===== src/sv/c_integer_literal_scanner_assert.svh =====
// Assertion helpers shared by the scanner RTL.
// Each macro expects a clock named clk and an active-low reset named arst_n in scope.
`ifndef C_INTEGER_LITERAL_SCANNER_ASSERT_SVH
`define C_INTEGER_LITERAL_SCANNER_ASSERT_SVH

// Consequent must hold in the same cycle as the antecedent.
`define CILS_ASSERT_SAME(label, ante, cons, msg) \
	label: assert property (@(posedge clk) disable iff (!arst_n) (ante) |-> (cons)) \
		else $error(msg);

// Consequent must hold in the cycle after the antecedent.
`define CILS_ASSERT_NEXT(label, ante, cons, msg) \
	label: assert property (@(posedge clk) disable iff (!arst_n) (ante) |=> (cons)) \
		else $error(msg);

`endif


===== src/sv/cils_pkg.sv =====
package cils_pkg;

	// Scan phase, one-hot.
	typedef enum logic [4:0] {
		PH_IDLE   = 5'b00001,
		PH_ZERO   = 5'b00010,
		PH_HEXPFX = 5'b00100,
		PH_DIGITS = 5'b01000,
		PH_SUFFIX = 5'b10000
	} phase_t;

	typedef enum logic [1:0] {
		BASE_DEC = 2'd0,
		BASE_OCT = 2'd1,
		BASE_HEX = 2'd2
	} base_t;

	typedef enum logic [2:0] {
		KIND_INT    = 3'd0,
		KIND_UINT   = 3'd1,
		KIND_LONG   = 3'd2,
		KIND_ULONG  = 3'd3,
		KIND_LLONG  = 3'd4,
		KIND_ULLONG = 3'd5,
		KIND_FLOAT  = 3'd6
	} kind_t;

	localparam int ACC_W = 64;
	localparam int PROD_W = ACC_W + 4;
	localparam int VAL_W = 32;

	// ASCII codes the scanner looks for.
	localparam logic [7:0] CH_0     = 8'h30;
	localparam logic [7:0] CH_9     = 8'h39;
	localparam logic [7:0] CH_DOT   = 8'h2E;
	localparam logic [7:0] CH_UP_A  = 8'h41;
	localparam logic [7:0] CH_UP_F  = 8'h46;
	localparam logic [7:0] CH_LO_A  = 8'h61;
	localparam logic [7:0] CH_LO_F  = 8'h66;
	localparam logic [7:0] CH_UP_E  = 8'h45;
	localparam logic [7:0] CH_LO_E  = 8'h65;
	localparam logic [7:0] CH_UP_L  = 8'h4C;
	localparam logic [7:0] CH_LO_L  = 8'h6C;
	localparam logic [7:0] CH_UP_U  = 8'h55;
	localparam logic [7:0] CH_LO_U  = 8'h75;
	localparam logic [7:0] CH_UP_X  = 8'h58;
	localparam logic [7:0] CH_LO_X  = 8'h78;

	typedef struct packed {
		logic [7:0] char_code;
		logic       first_byte;
	} lit_t;

	typedef struct packed {
		logic [2:0]       token_kind;
		logic [VAL_W-1:0] value_low;
		logic             too_big;
		logic             hex_digit_missing;
		logic             byte_taken;
	} tok_t;

	// Byte classification handed from the decoder to the control logic.
	typedef struct packed {
		logic       is_zero;
		logic       is_dec;
		logic [3:0] dec_val;
		logic       digit_ok;
		logic [3:0] digit_val;
		logic       is_x;
		logic       is_u;
		logic       is_l;
		logic       is_dot;
		logic       is_e;
	} dec_t;

endpackage


===== src/sv/cils_decode.sv =====
module cils_decode (
	input  logic [7:0]     char_code,
	input  cils_pkg::base_t base,
	output cils_pkg::dec_t  dec
);
	import cils_pkg::*;

	logic is_dec;
	logic is_hex_letter;

	assign is_dec = (char_code >= CH_0) && (char_code <= CH_9);
	assign is_hex_letter = ((char_code >= CH_UP_A) && (char_code <= CH_UP_F)) ||
		((char_code >= CH_LO_A) && (char_code <= CH_LO_F));

	always_comb begin
		dec = '0;
		dec.is_zero = (char_code == CH_0);
		dec.is_dec  = is_dec;
		dec.dec_val = char_code[3:0];
		dec.is_x    = (char_code == CH_LO_X) || (char_code == CH_UP_X);
		dec.is_u    = (char_code == CH_LO_U) || (char_code == CH_UP_U);
		dec.is_l    = (char_code == CH_LO_L) || (char_code == CH_UP_L);
		dec.is_dot  = (char_code == CH_DOT);
		dec.is_e    = (char_code == CH_LO_E) || (char_code == CH_UP_E);
		// Letters A to F sit at codes whose low three bits run from 1 to 6.
		dec.digit_val = is_dec ? char_code[3:0] : 4'(char_code[2:0]) + 4'd9;
		unique case (base)
			BASE_HEX: dec.digit_ok = is_dec || is_hex_letter;
			BASE_OCT: dec.digit_ok = is_dec && !char_code[3];
			default:  dec.digit_ok = is_dec;
		endcase
	end

endmodule


===== src/sv/cils_accum.sv =====
module cils_accum (
	input  logic [cils_pkg::ACC_W-1:0] acc,
	input  logic                       ovf,
	input  cils_pkg::base_t            base,
	input  logic [3:0]                 digit,
	output logic [cils_pkg::ACC_W-1:0] acc_next,
	output logic                       ovf_next
);
	import cils_pkg::*;

	logic [PROD_W-1:0] wide;
	logic [PROD_W-1:0] prod;
	logic [PROD_W-1:0] sum;

	assign wide = PROD_W'(acc);

	// Radix multiply as shifts and adds; the top four bits catch any carry past 64 bits.
	always_comb begin
		unique case (base)
			BASE_HEX: prod = wide << 4;
			BASE_OCT: prod = wide << 3;
			default:  prod = (wide << 3) + (wide << 1);
		endcase
	end

	assign sum = prod + PROD_W'(digit);
	assign acc_next = sum[ACC_W-1:0];
	assign ovf_next = ovf || (|sum[PROD_W-1:ACC_W]);

endmodule


===== src/sv/c_integer_literal_scanner.sv =====
// Channel  Direction  Payload         Handshake
// lit      in         cils_pkg::lit_t lit_valid / lit_ready
// tok      out        cils_pkg::tok_t tok_valid / tok_ready
//
// Every source byte is captured in an input register and resolved from there; a byte that
// ends a token writes it into the output register, which then offers it on tok.
// One byte is taken per cycle while no token byte waits on the token register; a single
// 64-bit radix multiply-add lies between the input register and the scan state.
// Reset (arst_n low) returns the scanner to idle and empties both registers.
// A byte that produces a token waits in the input register while the token register
// still holds an untaken token; bytes that produce no token always move on.
module c_integer_literal_scanner (
	input  logic            clk,
	input  logic            arst_n,
	input  logic            lit_valid,
	output logic            lit_ready,
	input  cils_pkg::lit_t  lit,
	output logic            tok_valid,
	input  logic            tok_ready,
	output cils_pkg::tok_t  tok
);
	import cils_pkg::*;

	`include "c_integer_literal_scanner_assert.svh"

	// Input register: one captured request.
	logic       valid_s1;
	logic [7:0] char_s1;
	logic       first_s1;

	// Scan state carried from byte to byte.
	phase_t           phase_q;
	base_t            base_q;
	logic [ACC_W-1:0] acc_q;
	logic             ovf_q;
	kind_t            suf_q;

	// Output register.
	logic tok_valid_q;
	tok_t tok_q;

	dec_t             dec;
	logic [ACC_W-1:0] acc_mac;
	logic             ovf_mac;

	phase_t           nx_phase;
	base_t            nx_base;
	logic [ACC_W-1:0] nx_acc;
	logic             nx_ovf;
	kind_t            nx_suf;
	logic             emit;
	logic             use_val;
	logic             run_digits;
	kind_t            r_kind;
	logic             r_missing;
	logic             r_taken;
	tok_t             result;
	logic             proc;

	cils_decode u_decode (
		.char_code(char_s1),
		.base     (base_q),
		.dec      (dec)
	);

	cils_accum u_accum (
		.acc     (acc_q),
		.ovf     (ovf_q),
		.base    (base_q),
		.digit   (dec.digit_val),
		.acc_next(acc_mac),
		.ovf_next(ovf_mac)
	);

	// Next scan state and the token, if any, that the captured byte ends.
	always_comb begin
		nx_phase = phase_q;
		nx_base = base_q;
		nx_acc = acc_q;
		nx_ovf = ovf_q;
		nx_suf = suf_q;
		emit = 1'b0;
		use_val = 1'b0;
		run_digits = 1'b0;
		r_kind = KIND_INT;
		r_missing = 1'b0;
		r_taken = 1'b0;
		if (first_s1) begin
			// A first byte always starts over, dropping any literal in progress.
			nx_base = BASE_DEC;
			nx_acc = '0;
			nx_ovf = 1'b0;
			nx_suf = KIND_INT;
			nx_phase = PH_IDLE;
			priority if (dec.is_zero) begin
				nx_base = BASE_OCT;
				nx_phase = PH_ZERO;
			end else if (dec.is_dec) begin
				nx_acc = ACC_W'(dec.dec_val);
				nx_phase = PH_DIGITS;
			end else if (dec.is_dot) begin
				emit = 1'b1;
				r_kind = KIND_FLOAT;
			end else begin
				// Not a digit at all: an int token of value zero.
				emit = 1'b1;
				r_kind = KIND_INT;
			end
		end else begin
			unique case (phase_q)
				PH_IDLE: begin
					nx_phase = PH_IDLE;
				end
				PH_ZERO: begin
					if (dec.is_x) begin
						nx_base = BASE_HEX;
						nx_phase = PH_HEXPFX;
					end else begin
						run_digits = 1'b1;
					end
				end
				PH_HEXPFX: begin
					if (dec.digit_ok) begin
						nx_acc = acc_mac;
						nx_ovf = ovf_mac;
						nx_phase = PH_DIGITS;
					end else begin
						emit = 1'b1;
						r_kind = KIND_INT;
						r_missing = 1'b1;
					end
				end
				PH_DIGITS: begin
					run_digits = 1'b1;
				end
				PH_SUFFIX: begin
					if (dec.is_l) begin
						if (suf_q == KIND_UINT) begin
							nx_suf = KIND_ULONG;
						end else begin
							// Second l closes the literal and is part of it.
							emit = 1'b1;
							use_val = 1'b1;
							r_taken = 1'b1;
							r_kind = (suf_q == KIND_ULONG) ? KIND_ULLONG : KIND_LLONG;
						end
					end else begin
						emit = 1'b1;
						use_val = 1'b1;
						r_kind = suf_q;
					end
				end
				default: begin
					nx_phase = PH_IDLE;
				end
			endcase
			if (run_digits) begin
				nx_phase = PH_DIGITS;
				priority if (dec.digit_ok) begin
					nx_acc = acc_mac;
					nx_ovf = ovf_mac;
				end else if ((base_q != BASE_HEX) && (dec.is_dot || dec.is_e)) begin
					emit = 1'b1;
					r_kind = KIND_FLOAT;
				end else if (dec.is_u) begin
					nx_suf = KIND_UINT;
					nx_phase = PH_SUFFIX;
				end else if (dec.is_l) begin
					nx_suf = KIND_LONG;
					nx_phase = PH_SUFFIX;
				end else begin
					emit = 1'b1;
					use_val = 1'b1;
					r_kind = KIND_INT;
				end
			end
		end
		if (emit) begin
			nx_phase = PH_IDLE;
		end
	end

	always_comb begin
		result.token_kind = r_kind;
		result.value_low = use_val ? acc_q[VAL_W-1:0] : '0;
		result.too_big = use_val && (ovf_q || (|acc_q[ACC_W-1:VAL_W]));
		result.hex_digit_missing = r_missing;
		result.byte_taken = r_taken;
	end

	// The captured byte moves on unless it makes a token and the token register is blocked.
	assign proc = valid_s1 && (!emit || !tok_valid_q || tok_ready);
	assign lit_ready = !valid_s1 || proc;

	always_ff @(posedge clk or negedge arst_n) begin
		if (!arst_n) begin
			valid_s1 <= 1'b0;
		end else begin
			valid_s1 <= (lit_valid && lit_ready) || (valid_s1 && !proc);
		end
	end

	always_ff @(posedge clk) begin
		if (lit_valid && lit_ready) begin
			char_s1 <= lit.char_code;
			first_s1 <= lit.first_byte;
		end
	end

	always_ff @(posedge clk or negedge arst_n) begin
		if (!arst_n) begin
			phase_q <= PH_IDLE;
			base_q <= BASE_DEC;
			acc_q <= '0;
			ovf_q <= 1'b0;
			suf_q <= KIND_INT;
		end else if (proc) begin
			phase_q <= nx_phase;
			base_q <= nx_base;
			acc_q <= nx_acc;
			ovf_q <= nx_ovf;
			suf_q <= nx_suf;
		end
	end

	always_ff @(posedge clk or negedge arst_n) begin
		if (!arst_n) begin
			tok_valid_q <= 1'b0;
		end else if (proc && emit) begin
			tok_valid_q <= 1'b1;
		end else if (tok_ready) begin
			tok_valid_q <= 1'b0;
		end
	end

	always_ff @(posedge clk) begin
		if (proc && emit) begin
			tok_q <= result;
		end
	end

	assign tok_valid = tok_valid_q;
	assign tok = tok_q;

	`CILS_ASSERT_NEXT(a_idle_after_token, proc && emit, phase_q == PH_IDLE,
		"scanner not idle after a token")
	`CILS_ASSERT_SAME(a_missing_is_bare_int, tok_valid_q && tok_q.hex_digit_missing,
		(tok_q.token_kind == KIND_INT) && (tok_q.value_low == '0) && !tok_q.too_big &&
		!tok_q.byte_taken, "bad hex-digit-missing token")
	`CILS_ASSERT_SAME(a_float_no_value, tok_valid_q && (tok_q.token_kind == KIND_FLOAT),
		(tok_q.value_low == '0) && !tok_q.too_big && !tok_q.byte_taken,
		"float handoff carries a value")
	`CILS_ASSERT_SAME(a_taken_is_llong, tok_valid_q && tok_q.byte_taken,
		(tok_q.token_kind == KIND_LLONG) || (tok_q.token_kind == KIND_ULLONG),
		"taken byte on a non long long token")
	`CILS_ASSERT_SAME(a_suffix_kind, phase_q == PH_SUFFIX,
		(suf_q == KIND_UINT) || (suf_q == KIND_LONG) || (suf_q == KIND_ULONG),
		"bad suffix kind in suffix phase")

endmodule

===== config.mk =====
export PLATFORM = sky130hd
export DESIGN_NAME = c_integer_literal_scanner
export DESIGN_NICKNAME = d
export VERILOG_FILES = /design/src/sv/cils_pkg.sv /design/src/sv/cils_decode.sv /design/src/sv/cils_accum.sv /design/src/sv/c_integer_literal_scanner.sv
export VERILOG_INCLUDE_DIRS = /design/src /design/src/sv
export SDC_FILE = /design/constraint.sdc
export NUM_CORES = 1
export LEC_CHECK = 0
export ABC_AREA = 0
export BUFFER_PORTS_ARGS = -buffer_cell sky130_fd_sc_hd__buf_2
export CAP_MARGIN = 20
export CORE_ASPECT_RATIO = 0.9
export CORE_MARGIN = 10
export CORE_UTILIZATION = 60
export DETAILED_ROUTE_END_ITERATION = 10
export MAX_ROUTING_LAYER = met4
export PLACE_DENSITY = 0.75
export SLEW_MARGIN = 20
export SYNTH_ARGS = -nofsm -noshare
export SYNTH_HDL_FRONTEND = slang
export SYNTH_SLANG_ARGS = --single-unit

===== constraint.sdc =====
create_clock -name clk -period 7.84 [get_ports clk]
set_input_delay 1.568 -clock clk [delete_from_list [all_inputs] [get_ports clk]]
set_output_delay 1.568 -clock clk [all_outputs]
set_load 0.01 [all_outputs]

==> flow_metrics.py, run 1 <==
metrics = {
    "critical_path": {
        "critical_path_start": "char_s1[1]",
        "worstPathCellList": "inv_1 -> ha_1 -> o21bai_1 -> a21oi_1 -> nand3_1 -> o21ai_0 -> ha_1 -> fa_1 -> a21oi_1 -> nor2_1 -> nand3_1 -> nor4_1 -> nand4_1 -> nor4b_2 -> and4b_1 -> nor4b_4 -> mux2_1 -> o31a_1",
        "setup.worst_path.end_class": "register",
        "crit_path_start_kind": "register",
        "cp.buffers_inverters": 1,
        "cp.required_ns": 8.16,
        "cp_slowest_cell": "sky130_fd_sc_hd__nor4_1",
        "path_max_fanout": 7,
        "critical-path-max-stage-delay_ns": 0.67,
        "worst_r2r_startpoint": "char_s1[1]",
        "worst_path_dominant_cell_family": "simple AND/OR/NAND/NOR gates",
        "timing.critical_path.arrival_ns": 6.36,
        "worstSetupPathType": "register to register",
    },
    "layout": {
        "antenna_cells_inserted": 0,
        "post-route-util": 0.660,
        "area_delta_synth_final_pct": 7.27,
        "drive_above_1_share": 0.0857,
        "final_nets": 1719,
        "layout.cell_area.non_filler_sq_um": 13900,
    },
    "route": {
        "drt_antenna_net_count": 0,
        "drt_first_pass_iters": 6,
        "detailroute.via_count": 13800,
        "drt_iter0_drc": 1782,
        "drt_drc_violations_left": 0,
        "wl_per_cell_um": 23.2,
        "via_per_inst": 7.14,
        "routed_wirelength_um": 44800,
    },
    "outcome": {
        "status": "completed",
    },
    "worst_hold_path": {
        "hold_class": "register to register",
        "hp-start": "suf_q[1]",
    },
    "global_routing": {
        "number_of_antenna_violations_at_the_first_check_in_global_routing": 0,
        "pin_count_of_the_biggest_net_entering_global_routing": 78,
        "global_route_wire_length_before_repair_um": 71000,
        "vias_in_the_first_global_route": 12800,
        "globalRoute.totalOverflow": 0,
        "track_usage": 0.319,
    },
    "place": {
        "place_congestion": 1.09,
        "dpl.hpwl_um": 33800,
        "io_buffer_count": 52,
        "pre_cts_ws_ns": 2.23,
        "instance_area_at_placement_sq_um": 13200,
    },
    "timing": {
        "final_critical_path_setup_slack_ns": 1.80,
        "timing_max_transition_violations_final": 0,
        "final_worst_path_cycle_share": 0.770,
        "max_clock_skew_ns": 0.0189,
        "rsz0062_at_grt": "no",
        "worstMarginPinSlew_ns": 1.07,
        "tns_ns": 0,
        "min_period_ns": 6.04,
        "slew-limit-headroom": 0.280,
        "fmaxAchievable_ghz": 0.166,
        "number_of_hold_slack_violations_in_the_final_timing_report": 0,
        "timing.final.setup_violations": 0,
    },
    "synth": {
        "syn_area_sq_um": 12900,
        "synth.yosys.warnings": 0,
        "ys_ff_latch": 124,
        "async_reset_ff_frac": 0.621,
        "synthesis.area_per_instance_sq_um": 7.83,
        "synth_seq_area_share": 0.258,
        "synth.lib_cells_used.distinct": 96,
        "synth.net_count": 1740,
        "synth_enable_flop_cells": 47,
        "ys.flop_type": "sky130_fd_sc_hd__dfrtp_1",
        "synthCells": 1653,
    },
    "floorplan": {
        "floorplan.rows": 50,
        "core_area_sq_um": 21000,
        "io_pins": 53,
        "floorplan.initialDensity": 0.616,
        "height_of_the_chip_um": 159,
        "chip_width_um": 175,
        "dieArea_sq_um": 27800,
    },
    "clock_network": {
        "max-clock-path-buffers": 2,
        "number_of_sinks_driven_by_the_clock_tree": 124,
        "postCtsHoldBufs": 0,
        "clkSlewWorstSetupHoldPaths_ns": 0.06,
        "cts_tree": "yes",
        "tritoncts.num_buffers": 17,
        "cts_setup_buffers": 0,
        "root_buffer": "sky130_fd_sc_hd__clkbuf_16",
        "cts_repair_resize_count": 0,
        "htreeDepth": 4,
        "clk-insertion-delay-late_ns": 0.44,
    },
    "pwr": {
        "worst_vdd_drop_v": 0.000136,
        "cellLeakagePower_nw": 5.42,
        "total_power_w": 0.00168,
        "powerDensity_nw_per_um2": 121,
    },
    "job": {
        "timing.max_cap.violations": 0,
    },
}
==> report_power, final <==
| group | switching (W) | leakage (nW) | total (W) | internal (W) |
|---|---|---|---|---|
| Clock | 0.000323 | 0.331 | 0.000902 | 0.000579 |
| Combinational | 0.0000542 | 3.56 | 0.0000783 | 0.0000241 |
| Sequential | 0.00000986 | 1.53 | 0.000699 | 0.000689 |
==> flip-flops by register name (all words and copies together), names as in the netlist <==
signal / count
phase_q: 5
first_s1: 1
tok: 38
ovf_q: 1
acc_q: 64
base_q: 2
suf_q: 3
tok_valid: 1
valid_s1: 1
char_s1: 8
==> cell families after synthesis <==
group           share of synthesized area
xor+xnor                           0.0574
flops                               0.258
fa+ha+maj                          0.0727
compound gates                      0.300
mux                               0.00822
buf+inv                            0.0447
simple gates                        0.259
==> layer usage <==
| layer | up-vias | global-route usage | share of wire |
|---|---|---|---|
| met5 | - | - | 0 |
| met3 | 141 | 0.0831 | 0.12 |
| met2 | 832 | 0.465 | 0.43 |
| met1 | 6543 | 0.422 | 0.42 |
| met4 | 0 | 0.109 | 0.036 |
| li1 | 6274 | - | - |
==> cell usage after synthesis (37+ instances only) <==
cell	count	area [sq um]
sky130_fd_sc_hd__o21ai_0	129	646
sky130_fd_sc_hd__buf_2	44	220
sky130_fd_sc_hd__dfrtp_1	76	1900
sky130_fd_sc_hd__a21oi_1	134	671
sky130_fd_sc_hd__ha_1	72	901
sky130_fd_sc_hd__nor3_1	41	205
sky130_fd_sc_hd__clkbuf_1	39	146
sky130_fd_sc_hd__nand4_1	51	319
sky130_fd_sc_hd__nor2_1	127	477
sky130_fd_sc_hd__nand3_1	46	230
sky130_fd_sc_hd__xnor2_1	49	429
sky130_fd_sc_hd__and2_1	42	263
sky130_fd_sc_hd__edfxtp_1	47	1410
sky130_fd_sc_hd__a221oi_1	46	403
sky130_fd_sc_hd__a21o_1	37	278
sky130_fd_sc_hd__nand2_1	212	796
==> worst paths after layout <==
kind / to / slack [ns] / cells after the start
setup / recovery: ovf_q / 1.80 / 18
hold / removal: suf_q[1] / 0.55 / 1
setup reg to reg: ovf_q / 1.80 / 18
hold reg to reg: suf_q[1] / 0.55 / 1
max in group asynchronous: acc_q[38] / 6.13 / 1
min in group asynchronous: phase_q[4] / 1.17 / 1
==> metrics by stage <==
stage	std cells	hold slack [ns]
after floorplan	1653	0.477
after global placement	1899	0.517
after detailed placement	1899	0.530
after CTS	1931	0.546
after global routing	1931	0.560
final	1931	0.547
==> area by class of cell <==
type / instances / area [sq um]
clock buffer: 23 / 532
clock inverter: 9 / 138
fill: 1845 / 7140
inverter: 27 / 101
multi-input combinational: 1400 / 9070
sequential: 124 / 3340
tap: 286 / 358
timing repair buffer: 62 / 342
==> layout by cell type, fill, tap and decap left out, types with 26 or more instances in the layout <==
master                     count
sky130_fd_sc_hd__inv_1        27
sky130_fd_sc_hd__nand3_1      46
sky130_fd_sc_hd__nand2_1     212
sky130_fd_sc_hd__nor2_1      126
sky130_fd_sc_hd__o21ai_0     129
sky130_fd_sc_hd__xor2_1       34
sky130_fd_sc_hd__buf_2        51
sky130_fd_sc_hd__xnor2_1      49
sky130_fd_sc_hd__and2_1       41
sky130_fd_sc_hd__a21o_1       37
sky130_fd_sc_hd__nor3_1       40
sky130_fd_sc_hd__dfrtp_1      76
sky130_fd_sc_hd__a221oi_1     46
sky130_fd_sc_hd__edfxtp_1     47
sky130_fd_sc_hd__ha_1         70
sky130_fd_sc_hd__nor4_1       26
sky130_fd_sc_hd__a21oi_1     134
sky130_fd_sc_hd__nand4_1      51
No activity file was read; power rests on OpenSTA's default activity.
==> run 2, diff against run 1 <==
- CORE_UTILIZATION: 60 -> 58
- PLACE_DENSITY: 0.75 -> 0.76
- clock period: 7.84 -> 5.27 ns (I/O delays scaled with it)
==> run 2 against run 1 <==
Compared with the run above: non-clock buffer count rose by 33; sequential share of layout area fell by 0.43 points; clock skew fell by 0.0057 ns; clock power rose by 39%; routed wire length rose by 4.9%; combinational power rose by 58%; first-iteration DRC count rose by 3.8%; fmax rose by 21%; critical path depth fell by 5; die area rose by 3.0%; final cell count rose by 2.0%; largest cell class unchanged; largest power group unchanged; highest routed layer unchanged.
==> flow_metrics.py, run 2 (synthesis results as in run 1) <==
metrics = {
    "critical_path": {
        "path_max_fanout": 9,
        "crit_path_start_kind": "register",
        "cp.required_ns": 5.59,
        "worstSetupPathType": "register to register",
        "r2r.worst_path.cells": 13,
        "crit-reg2reg-capture": "ovf_q",
        "worst_r2r_startpoint": "acc_q[22]",
        "setup.worst_path.end_class": "register",
        "rrSetupSlack_ns": 0.27,
        "timing.critical_path.arrival_ns": 5.33,
    },
    "route": {
        "via_per_inst": 7.10,
        "drt_iter0_drc": 1849,
        "wl_per_cell_um": 23.9,
        "drt_first_pass_iters": 7,
        "detailroute.via_count": 14000,
        "drt_drc_violations_left": 0,
        "drt_antenna_net_count": 0,
        "routed_wirelength_um": 47000,
    },
    "clock_network": {
        "max-clock-path-buffers": 2,
        "cts_tree": "yes",
        "root_buffer": "sky130_fd_sc_hd__clkbuf_16",
        "clk-insertion-delay-late_ns": 0.44,
        "postCtsHoldBufs": 0,
        "cts_repair_resize_count": 0,
        "tritoncts.num_buffers": 17,
        "htreeDepth": 4,
        "clkSlewWorstSetupHoldPaths_ns": 0.07,
        "number_of_sinks_driven_by_the_clock_tree": 124,
        "cts_setup_buffers": 0,
    },
    "timing": {
        "tns_ns": 0,
        "number_of_hold_slack_violations_in_the_final_timing_report": 0,
        "timing_max_transition_violations_final": 0,
        "final_critical_path_setup_slack_ns": 0.266,
        "worstMarginPinSlew_ns": 0.931,
        "fmaxAchievable_ghz": 0.200,
        "min_period_ns": 5.00,
        "slew-limit-headroom": 0.379,
        "final_worst_path_cycle_share": 0.950,
        "timing.final.setup_violations": 0,
        "max_clock_skew_ns": 0.0132,
    },
    "layout": {
        "antenna_cells_inserted": 0,
        "drive_above_1_share": 0.105,
        "mostFrequentLayoutCells": "sky130_fd_sc_hd__nand2_1 (212), sky130_fd_sc_hd__a21oi_1 (133), sky130_fd_sc_hd__o21ai_0 (128)",
        "finalNonFillerCells": 1969,
        "largest_reg_flops": 64,
        "area_delta_synth_final_pct": 9.22,
        "final_nets": 1752,
        "layout.cells.most_common": "sky130_fd_sc_hd__nand2_1",
        "num-fill-cells": 1933,
        "largest_register": "acc_q",
    },
    "worst_hold_path": {
        "hold_class": "register to register",
        "hp-start": "suf_q[1]",
        "timing.hold.worst_endpoint": "suf_q[1]",
        "holdPathStages": 1,
    },
    "pwr": {
        "worst_vdd_drop_v": 0.000171,
        "powerDensity_nw_per_um2": 171,
        "cellLeakagePower_nw": 5.61,
    },
    "floorplan": {
        "chip_width_um": 177,
        "io_pins": 53,
        "core_area_sq_um": 21800,
        "floorplan.initialDensity": 0.595,
        "floorplan.rows": 51,
        "height_of_the_chip_um": 162,
        "dieArea_sq_um": 28700,
    },
    "place": {
        "place_congestion": 1.08,
        "dpl.hpwl_um": 35600,
        "dp_cells": 1936,
        "io_buffer_count": 52,
        "pre_cts_ws_ns": 0.375,
    },
    "job": {
        "timing.max_cap.violations": 0,
    },
    "global_routing": {
        "pin_count_of_the_biggest_net_entering_global_routing": 67,
        "vias_in_the_first_global_route": 13100,
        "track_usage": 0.332,
        "number_of_antenna_violations_at_the_first_check_in_global_routing": 0,
        "global_route_wire_length_before_repair_um": 74300,
        "globalRoute.totalOverflow": 0,
    },
    "outcome": {
        "status": "completed",
    },
}
[run 2: layout make-up]
| cell class | instances | area (sq um) | share of cell area |
|---|---|---|---|
| Multi-Input combinational cell | 1400 | 9090 | 0.643 |
| Sequential cell | 124 | 3340 | 0.236 |
| Timing Repair Buffer | 95 | 618 | 0.0437 |
| Clock buffer | 22 | 497 | 0.0352 |
| Tap cell | 291 | 364 | 0.0258 |
| Clock inverter | 10 | 121 | 0.00859 |
| Inverter | 27 | 101 | 0.00717 |
[run 2: report_power, final]
part	total, W	switching, W	internal, W
registers	0.00104	0.0000148	0.00102
clock network	0.00125	0.000482	0.000772
logic	0.000124	0.0000841	0.0000403
total	0.00242	0.000581	0.00184
[run 2: metal layers]
layer  global-route usage  wire [um]
met5                    -          0
met4                0.137       2080
met3               0.0763       4840
met2                0.499      21000
met1                0.422      19100
[run 2: worst max-delay path: stages (launching register included)]
cell and delay, ns:
sky130_fd_sc_hd__dfrtp_1 0.47, sky130_fd_sc_hd__ha_1 0.48, sky130_fd_sc_hd__a21oi_1 0.37, sky130_fd_sc_hd__o21ai_1 0.35, sky130_fd_sc_hd__a21o_1 0.26, sky130_fd_sc_hd__a31oi_2 0.50
sky130_fd_sc_hd__o211ai_1 0.32, sky130_fd_sc_hd__a311oi_1 0.68, sky130_fd_sc_hd__nor3_1 0.12, sky130_fd_sc_hd__nor3_1 0.49, sky130_fd_sc_hd__xor2_1 0.19, sky130_fd_sc_hd__nand2_1 0.07
sky130_fd_sc_hd__mux2_1 0.31, sky130_fd_sc_hd__o31a_1 0.27
[run 2: worst max-delay path by stage]
stage                     slack, ns        from    end  depth (start not counted)
after floorplan               0.006   base_q[0]  ovf_q                         27
after global placement         0.32   acc_q[20]  ovf_q                         13
after detailed placement       0.38   acc_q[22]  ovf_q                         13
after CTS                      0.32    acc_q[2]  ovf_q                         14
after global routing         -0.006  char_s1[1]  ovf_q                         22
final                          0.27   acc_q[22]  ovf_q                         13
[run 2: per-stage QoR]
stage	area [sq um]	hold WS [ns]	power (W)	utilization
final	14100	0.545	0.00242	0.649
after global routing	14100	0.573	0.00247	0.649
after CTS	14100	0.544	0.00241	0.647
after detailed placement	13500	0.530	0.00118	0.619
after floorplan	13000	0.477	0.00112	-
after global placement	13500	0.511	0.00117	0.619
